===== src/rtl/tga_pkg.sv =====
// shared constants, cordic table and stage types for the grazing angle pipeline
package tga_pkg;

  localparam int CORDIC_STAGES = 16;
  localparam int ATAN_LEN      = 24;
  localparam int STAGES        = (CORDIC_STAGES > ATAN_LEN) ? ATAN_LEN : CORDIC_STAGES;
  localparam int VW            = 52;
  localparam int ZW            = 33;
  localparam int SPW           = 12;
  localparam int LATENCY       = 2 * STAGES + 2;

  localparam logic [SPW-1:0] SPACING_RESET = 12'd30;
  localparam logic [30:0]    GAIN_Q30      = 31'd1768195363;

  // atan(2^-i) in units of 2^32 per turn
  localparam logic [31:0] ATAN_TURNS [ATAN_LEN] = '{
    32'h20000000, 32'h12E4051E, 32'h09FB385B, 32'h051111D4,
    32'h028B0D43, 32'h0145D7E1, 32'h00A2F61E, 32'h00517C55,
    32'h0028BE53, 32'h00145F2F, 32'h000A2F98, 32'h000517CC,
    32'h00028BE6, 32'h000145F3, 32'h0000A2FA, 32'h0000517D,
    32'h000028BE, 32'h0000145F, 32'h00000A30, 32'h00000518,
    32'h0000028C, 32'h00000146, 32'h000000A3, 32'h00000051
  };

  typedef logic signed [VW-1:0] vec_word_t;

  typedef enum logic [1:0] {
    QUAD_0,
    QUAD_1,
    QUAD_2,
    QUAD_3
  } quad_t;

  typedef struct packed {
    vec_word_t             x;
    vec_word_t             y;
    logic signed [ZW-1:0]  z;
    logic [15:0]           elev;
  } rot_t;

  typedef struct packed {
    vec_word_t   x;
    vec_word_t   y;
    logic [31:0] slope;
    logic [15:0] elev;
  } vec_t;

endpackage


===== src/rtl/tga_prerot.sv =====
// input stage: central differences and exact quarter-turn pre-rotation
module tga_prerot
  import tga_pkg::*;
(
  input  logic               clk,
  input  logic               rst,
  input  logic               adv,
  input  logic               in_valid,
  input  logic signed [15:0] row_after_height,
  input  logic signed [15:0] row_before_height,
  input  logic signed [15:0] col_after_height,
  input  logic signed [15:0] col_before_height,
  input  logic [15:0]        azimuth,
  input  logic signed [15:0] look_elevation,
  output logic               vld,
  output rot_t               q
);

  logic signed [16:0] drow;
  logic signed [16:0] dcol;
  logic signed [16:0] px;
  logic signed [16:0] py;
  logic [31:0]        theta;
  logic [31:0]        qsum;
  logic [31:0]        resid;
  quad_t              quad;
  rot_t               q_next;

  always_comb begin
    drow  = {row_after_height[15], row_after_height} - {row_before_height[15], row_before_height};
    dcol  = {col_after_height[15], col_after_height} - {col_before_height[15], col_before_height};
    theta = 32'd0 - {azimuth, 16'd0};
    qsum  = theta + 32'h2000_0000;
    quad  = quad_t'(qsum[31:30]);
    resid = theta - {qsum[31:30], 30'd0};
    case (quad)
      QUAD_1: begin
        px = -drow;
        py = dcol;
      end
      QUAD_2: begin
        px = -dcol;
        py = -drow;
      end
      QUAD_3: begin
        px = drow;
        py = -dcol;
      end
      default: begin
        px = dcol;
        py = drow;
      end
    endcase
    // height differences enter scaled by 2^30
    q_next.x    = {{(VW-47){px[16]}}, px, 30'd0};
    q_next.y    = {{(VW-47){py[16]}}, py, 30'd0};
    q_next.z    = {{(ZW-32){resid[31]}}, resid};
    q_next.elev = look_elevation;
  end

  always_ff @(posedge clk) begin
    if (rst) begin
      vld <= 1'b0;
    end else if (adv) begin
      vld <= in_valid;
    end
  end

  always_ff @(posedge clk) begin
    if (adv) begin
      q <= q_next;
    end
  end

endmodule


===== config.mk =====
export PLATFORM = sky130hd
export DESIGN_NAME = tga_prerot
export DESIGN_NICKNAME = d
export VERILOG_FILES = /design/src/rtl/tga_pkg.sv /design/src/rtl/tga_prerot.sv
export SDC_FILE = /design/constraint.sdc
export NUM_CORES = 1
export LEC_CHECK = 0
export BUFFER_PORTS_ARGS = -buffer_cell sky130_fd_sc_hd__buf_4
export CAP_MARGIN = 5
export CORE_MARGIN = 2
export CORE_UTILIZATION = 47
export CTS_BUF_LIST = sky130_fd_sc_hd__clkbuf_2 sky130_fd_sc_hd__clkbuf_4 sky130_fd_sc_hd__clkbuf_8
export CTS_CLUSTER_DIAMETER = 50
export DETAILED_ROUTE_END_ITERATION = 6
export MAX_ROUTING_LAYER = met4
export PLACE_DENSITY_LB_ADDON = 0.3
export REMOVE_ABC_BUFFERS = 1
export SLEW_MARGIN = 0
export SYNTH_ARGS = -nofsm -noshare
export SYNTH_HDL_FRONTEND = slang
export SYNTH_SLANG_ARGS = --single-unit

===== constraint.sdc =====
create_clock -name clk -period 3.28 [get_ports clk]
set_input_delay 0.328 -clock clk [delete_from_list [all_inputs] [get_ports clk]]
set_output_delay 0.328 -clock clk [all_outputs]
set_load 0.01 [all_outputs]

==> results_dict.tcl, run 1 <==
set metrics [dict create \
    viasPerCell 5.23 \
    min_period_ns 3.10 \
    num-nets-final 1131 \
    critPathTopFamily "simple AND/OR/NAND/NOR gates" \
    dieArea_um2 15100 \
    timing.final.ws_setup_ns 0.179 \
    gp_congestion 0.892 \
    cts_root_buf "clkbuf_8" \
    place_ws_ns -0.191 \
    numPortBuffers 177 \
    wl_um 16300 \
    p_per_area_nw_per_um2 390 \
    synth_top_area_share_pct 29.8 \
    worstPathRequired_ns 3.37 \
    path_class "input port to flip-flop" \
    hold_class "input port to flip-flop" \
    async_flop_share_pct 0 \
    crit_chain "buf_4 > or4_4 > or4_4 > nor3_2 > xnor2_1 > ha_2 > xnor2_1 > buf_4 > xor2_4 > buf_12 > buf_12 > a21oi_1 > o21a_1 > a21oi_1" \
    dpl-instance-area_um2 8470 \
    vdd_ir_drop_max_uv 202 \
    clockBufferDepth 2 \
    clock_skew_ns 0 \
    grt-ovfl-total 0 \
    synth_ff_type "edfxtp_1" \
    worst_pin_slew_ns 0.905 \
    grt_usage_pct 22.4 \
    fin_area_um2 8650 \
    max-slew-margin-rel_pct 39.5 \
    start_util_pct 48.0 \
    synth_cells 751 \
    hpwl_um 13100 \
    yosysSeqAreaShare_pct 30.1 \
    synth.cell_area_um2 6660 \
    crit_path_start_kind "input port" \
    wire_per_inst_um 13.9 \
    grt_pass1_vias 5680 \
    whs_ns 0.133 \
    core_um2 13900 \
    drive_gt1_share_pct 32.2 \
    ys_warn_count 0 \
    p_leak_nw 3.98 \
    critPathBufInv 4 \
    clk_latency_ns 0.34 \
    finalCritPeriodShare_pct 94.5 \
    drt_iter0_drc 370 \
    synth_cell_types 79 \
    cap_violations 0 \
    synth_edf_count 66 \
    route.vias.total 6144 \
    crit_slowest_cell "or4_4" \
    cts_made_buffers 9 \
    area_growth_pct 29.9 \
    finalMaxSlewViolations 0 \
    fmax_mhz 323 \
    path_max_fanout 19 \
    fp-row-count 43 \
    antenna_cells 0 \
    die_w_um 123 \
    synth.area.top_cells "edfxtp_1 30%, buf_4 9.9%, ha_1 7.3%" \
    first_pass_iters 4 \
    remaining_drc_errors 0 \
    cp_data_arrival_time_ns 3.19 \
    cts_tree "done" \
    clk_pin_slew_worst_paths_ns 0.07 \
    rsz0062_at_grt "false" \
    htreeDepth 3 \
    syn_avg_cell_area_um2 8.87 \
    utilization_pct 62.3 \
    drtAntennaViolNets 0 \
    finalHoldViolations 0 \
    synth_top_area_cell "edfxtp_1" \
    ys_ff_latch 67 \
    grt_pass1_wl_um 26600 \
    grt_max_degree 68 \
    finalSetupViolCount 0 \
    critPathMaxStageDelay_ns 0.53 \
    endpoint_kind "flip-flop" \
    die_h_um 123 \
    cts.sinks 67 \
    status "finished clean" \
    io_pins 254 \
    antenna_found_initial 0 \
]
[layout make-up]
| type | count | area (um^2) |
|---|---|---|
| Inverter | 50 | 188 |
| Clock buffer | 9 | 124 |
| Clock inverter | 6 | 33.8 |
| Timing Repair Buffer | 268 | 2060 |
| Fill cell | 1211 | 5240 |
| Tap cell | 180 | 225 |
| Multi-Input combinational cell | 594 | 4010 |
| Sequential cell | 67 | 2000 |
[cells by family (layout without fill, tap and decap cells)]
kind of cell | count (synthesis) | in the layout | synth area share, %
and+or+nand+nor | 218 | 218 | 17.9
DFF | 67 | 67 | 30.1
AOI/OAI and AO/OA | 193 | 193 | 20.4
muxes | 16 | 16 | 2.44
xor gates and xnor gates | 50 | 50 | 6.69
adders and majority gates | 41 | 41 | 7.93
other | 1 | 76 | 0.0563
buffers and inverters | 165 | 333 | 14.5
[report_power, final]
| group | internal, mW | switching [mW] | leakage, nW |
|---|---|---|---|
| clock network | 0.263 | 0.306 | 0.0783 |
| registers | 1.10 | 0.0399 | 0.654 |
| logic | 0.779 | 0.880 | 3.25 |
[worst paths after layout]
| kind | startpoint | slack (ns) | depth (start not counted) | endpoint |
|---|---|---|---|---|
| worst max-delay path | azimuth[8] | 0.18 | 14 | q[137] |
| worst min-delay path | rst | 0.13 | 2 | vld |
| worst max register to register | vld | 2.70 | 2 | vld |
| worst min register to register | vld | 0.50 | 2 | vld |
[cells in the mapped netlist, types with 5 or more instances]
cell type	number
a21o_1	15
mux2i_1	14
a31oi_1	10
inv_1	50
nor2_1	54
nor3_1	26
or3_1	6
or2_2	5
ha_1	39
o211a_1	5
a211oi_1	11
o21ai_0	33
xor2_1	24
xnor2_1	25
clkbuf_1	21
nand2_1	40
nand4_1	7
a21oi_1	50
nor4_1	6
nand3b_1	5
and3_1	13
nand2b_1	8
nand3_1	23
edfxtp_1	66
o211ai_1	16
buf_4	88
[per-stage QoR]
step / power [mW] / std cells / TNS [ns]
floorplan: 2.07 / 711 / -33.10
detailed placement: 2.81 / 1159 / -4.03
CTS: 3.39 / 1174 / 0
global route: 3.61 / 1174 / 0
global placement: 2.78 / 1159 / -3.01
finish: 3.37 / 1174 / 0
[cell usage in the layout (no fill, tap or decap), types with 6 or more instances in the layout]
cell type and count:
a211oi_1 10, a21o_1 15, a21oi_1 49, a31oi_1 10, and3_1 13, buf_4 264, clkbuf_8 9, conb_1 76
edfxtp_1 66, ha_1 38, inv_1 50, mux2i_1 14, nand2_1 40, nand2b_1 8, nand3_1 23, nand4_1 7
nor2_1 54, nor3_1 25, nor4_1 6, o211ai_1 16, o21ai_0 33, or3_1 6, xnor2_1 24, xor2_1 24
[layer usage]
layer | vias up | routed length (um) | GRT usage (%)
met5 | - | 0 | -
met3 | 24 | 1260 | 2.68
met2 | 280 | 7880 | 38.4
met4 | 0 | 341 | 7.95
met1 | 2776 | 6840 | 27.2
li1 | 3064 | - | -
[state kept, by name, summed over array words and instances (netlist names)]
name / cells
q: 66
vld: 1
[worst register-to-register path: stages (launching register included)]
cell	delay (ns)
dfxtp_1	0.31
mux2i_1	0.12
nor2_1	0.05
[repair_timing]
action	4_1_cts	5_1_grt
setup endpoints to repair	0	18
gates resized for setup	0	5
hold buffers	0	0
buffers inserted	0	0
No activity file was read; power rests on OpenSTA's default activity.
==> run 2: changes to the inputs <==
--- a/config.mk
+++ b/config.mk
@@ -13,7 +13,7 @@
 export CTS_CLUSTER_DIAMETER = 50
 export DETAILED_ROUTE_END_ITERATION = 6
 export MAX_ROUTING_LAYER = met4
-export PLACE_DENSITY_LB_ADDON = 0.3
+export PLACE_DENSITY = 0.8
 export REMOVE_ABC_BUFFERS = 1
 export SLEW_MARGIN = 0
 export SYNTH_ARGS = -nofsm -noshare
==> run 2 against run 1 <==
Against the previous run: first-iteration DRC count increased by 43%; utilization grew 0.14 points; sequential power is essentially flat; routed wire length grew 1.8%; maximum frequency is essentially flat; sequential cell count unchanged; clock-buffer cell count grew 1; total power up 3.0%; sequential share of layout area shrank 0.050 points; final area increased by 0.22%; global-route usage is 0.42 points lower; die area unchanged; critical path type unchanged.
==> results_dict.tcl, run 2 (same netlist as run 1, synthesis figures left out) <==
set metrics [dict create \
    status "finished clean" \
    numPortBuffers 177 \
    drive_gt1_share_pct 32.1 \
    grt_max_degree 68 \
    fin_area_um2 8660 \
    drt_iter0_drc 530 \
    start_util_pct 48.0 \
    worst_pin_slew_ns 0.875 \
    cts_made_buffers 9 \
    fp-row-count 43 \
    fmax_mhz 322 \
    cts_root_buf "clkbuf_8" \
    path_max_fanout 27 \
    wire_per_inst_um 14.1 \
    cts_tree "done" \
    dieArea_um2 15100 \
    remaining_drc_errors 0 \
    hpwl_um 13300 \
    wl_um 16600 \
    final_cell_mix "263 x buf_4, 76 x conb_1, 66 x edfxtp_1, 54 x nor2_1" \
    setup_tns_ns 0 \
    clk_pin_slew_worst_paths_ns 0.07 \
    hold_class "input port to flip-flop" \
    gp_congestion 0.920 \
    htreeDepth 3 \
    worstPathRequired_ns 3.39 \
    drtAntennaViolNets 0 \
    n_fill_cell 1219 \
    dpl-instance-area_um2 8460 \
    max-slew-margin-rel_pct 41.7 \
    top_register "q" \
    largest_reg_flops 66 \
    grt_pass1_wl_um 26100 \
    antenna_cells 0 \
    route.vias.total 6161 \
    cap_violations 0 \
    finalSetupViolCount 0 \
    p_per_area_nw_per_um2 401 \
    antenna_found_initial 0 \
    clockBufferDepth 2 \
    layout.cells.non_filler 1174 \
    reg.largest.list "q: 66 flops, vld: 1 flops" \
    cts.sinks 67 \
    vdd_ir_drop_max_uv 171 \
    layout_commonest_cell "buf_4" \
    clk_latency_ns 0.34 \
    path_class "input port to flip-flop" \
    finalHoldViolations 0 \
    finalCritPeriodShare_pct 94.6 \
    rsz0062_at_grt "false" \
    grt-ovfl-total 0 \
    dp_cells 1158 \
    num-nets-final 1130 \
    grt_usage_pct 22.0 \
    die_h_um 123 \
    grt_pass1_vias 5518 \
    viasPerCell 5.25 \
    clock_skew_ns 0 \
    area_growth_pct 30.1 \
    core_um2 13900 \
    crit_path_start_kind "input port" \
    die_w_um 123 \
    first_pass_iters 5 \
    endpoint_kind "flip-flop" \
    min_period_ns 3.10 \
    io_pins 254 \
    finalMaxSlewViolations 0 \
    p_leak_nw 4.00 \
    cp_data_arrival_time_ns 3.21 \
]
==> run 2: worst paths after layout <==
path | start | to | slack (ns) | cells past startpoint
worst max register to register | vld | vld | 2.69 | 2
worst min register to register | vld | vld | 0.50 | 2
worst min-delay path | rst | vld | 0.13 | 2
worst max-delay path | azimuth[8] | q[92] | 0.18 | 13
==> run 2: layout make-up <==
type                            count  area, um^2  share of cell area [%]
Clock inverter                      6        56.3                   0.650
Tap cell                          180         225                    2.60
Timing Repair Buffer              267        2050                    23.7
Multi-Input combinational cell    594        4010                    46.3
Clock buffer                       10         131                    1.52
Inverter                           50         188                    2.17
Sequential cell                    67        2000                    23.1
==> run 2: what timing repair did <==
item	4_1_cts	5_1_grt
resized for setup	0	4
setup endpoints to repair	0	7
buffers inserted	0	0
hold buffers	0	0
==> run 2: power breakdown <==
group	total [mW]	leakage [nW]	switching, mW	internal [mW]
clock	0.658	0.0969	0.305	0.353
sequential	1.15	0.654	0.0440	1.11
combinational	1.67	3.25	0.885	0.782
total	3.47	4.00	1.23	2.24
==> run 2: critical path, cell delays in order <==
cell and delay [ns]:
buf_4 0.11, or4_4 0.53, or4_4 0.44, nor3_1 0.22
xnor2_1 0.19, ha_2 0.23, xnor2_1 0.06, buf_4 0.16
xnor2_2 0.21, buf_12 0.20, nor2_1 0.08, or3_1 0.31
o211a_1 0.13
==> run 2: per-layer routing <==
metal / routed length [um] / global-route usage, % / vias to the layer above
li1: - / - / 3061
met1: 6970 / 27.3 / 2788
met2: 8050 / 37.3 / 289
met3: 1310 / 3.55 / 23
met4: 265 / 5.68 / 0
met5: 0 / - / -
==> run 2: through the flow <==
step                hold slack, ns  worst slack [ns]  util, %  power [mW]
floorplan                    0.400             -1.37        -        2.07
global placement             0.476            -0.123     60.9        2.78
detailed placement           0.492            -0.159     60.9        2.82
CTS                          0.119             0.184     62.3        3.48
global route                 0.114            0.0187     62.4        3.70
finish                       0.132             0.179     62.4        3.47
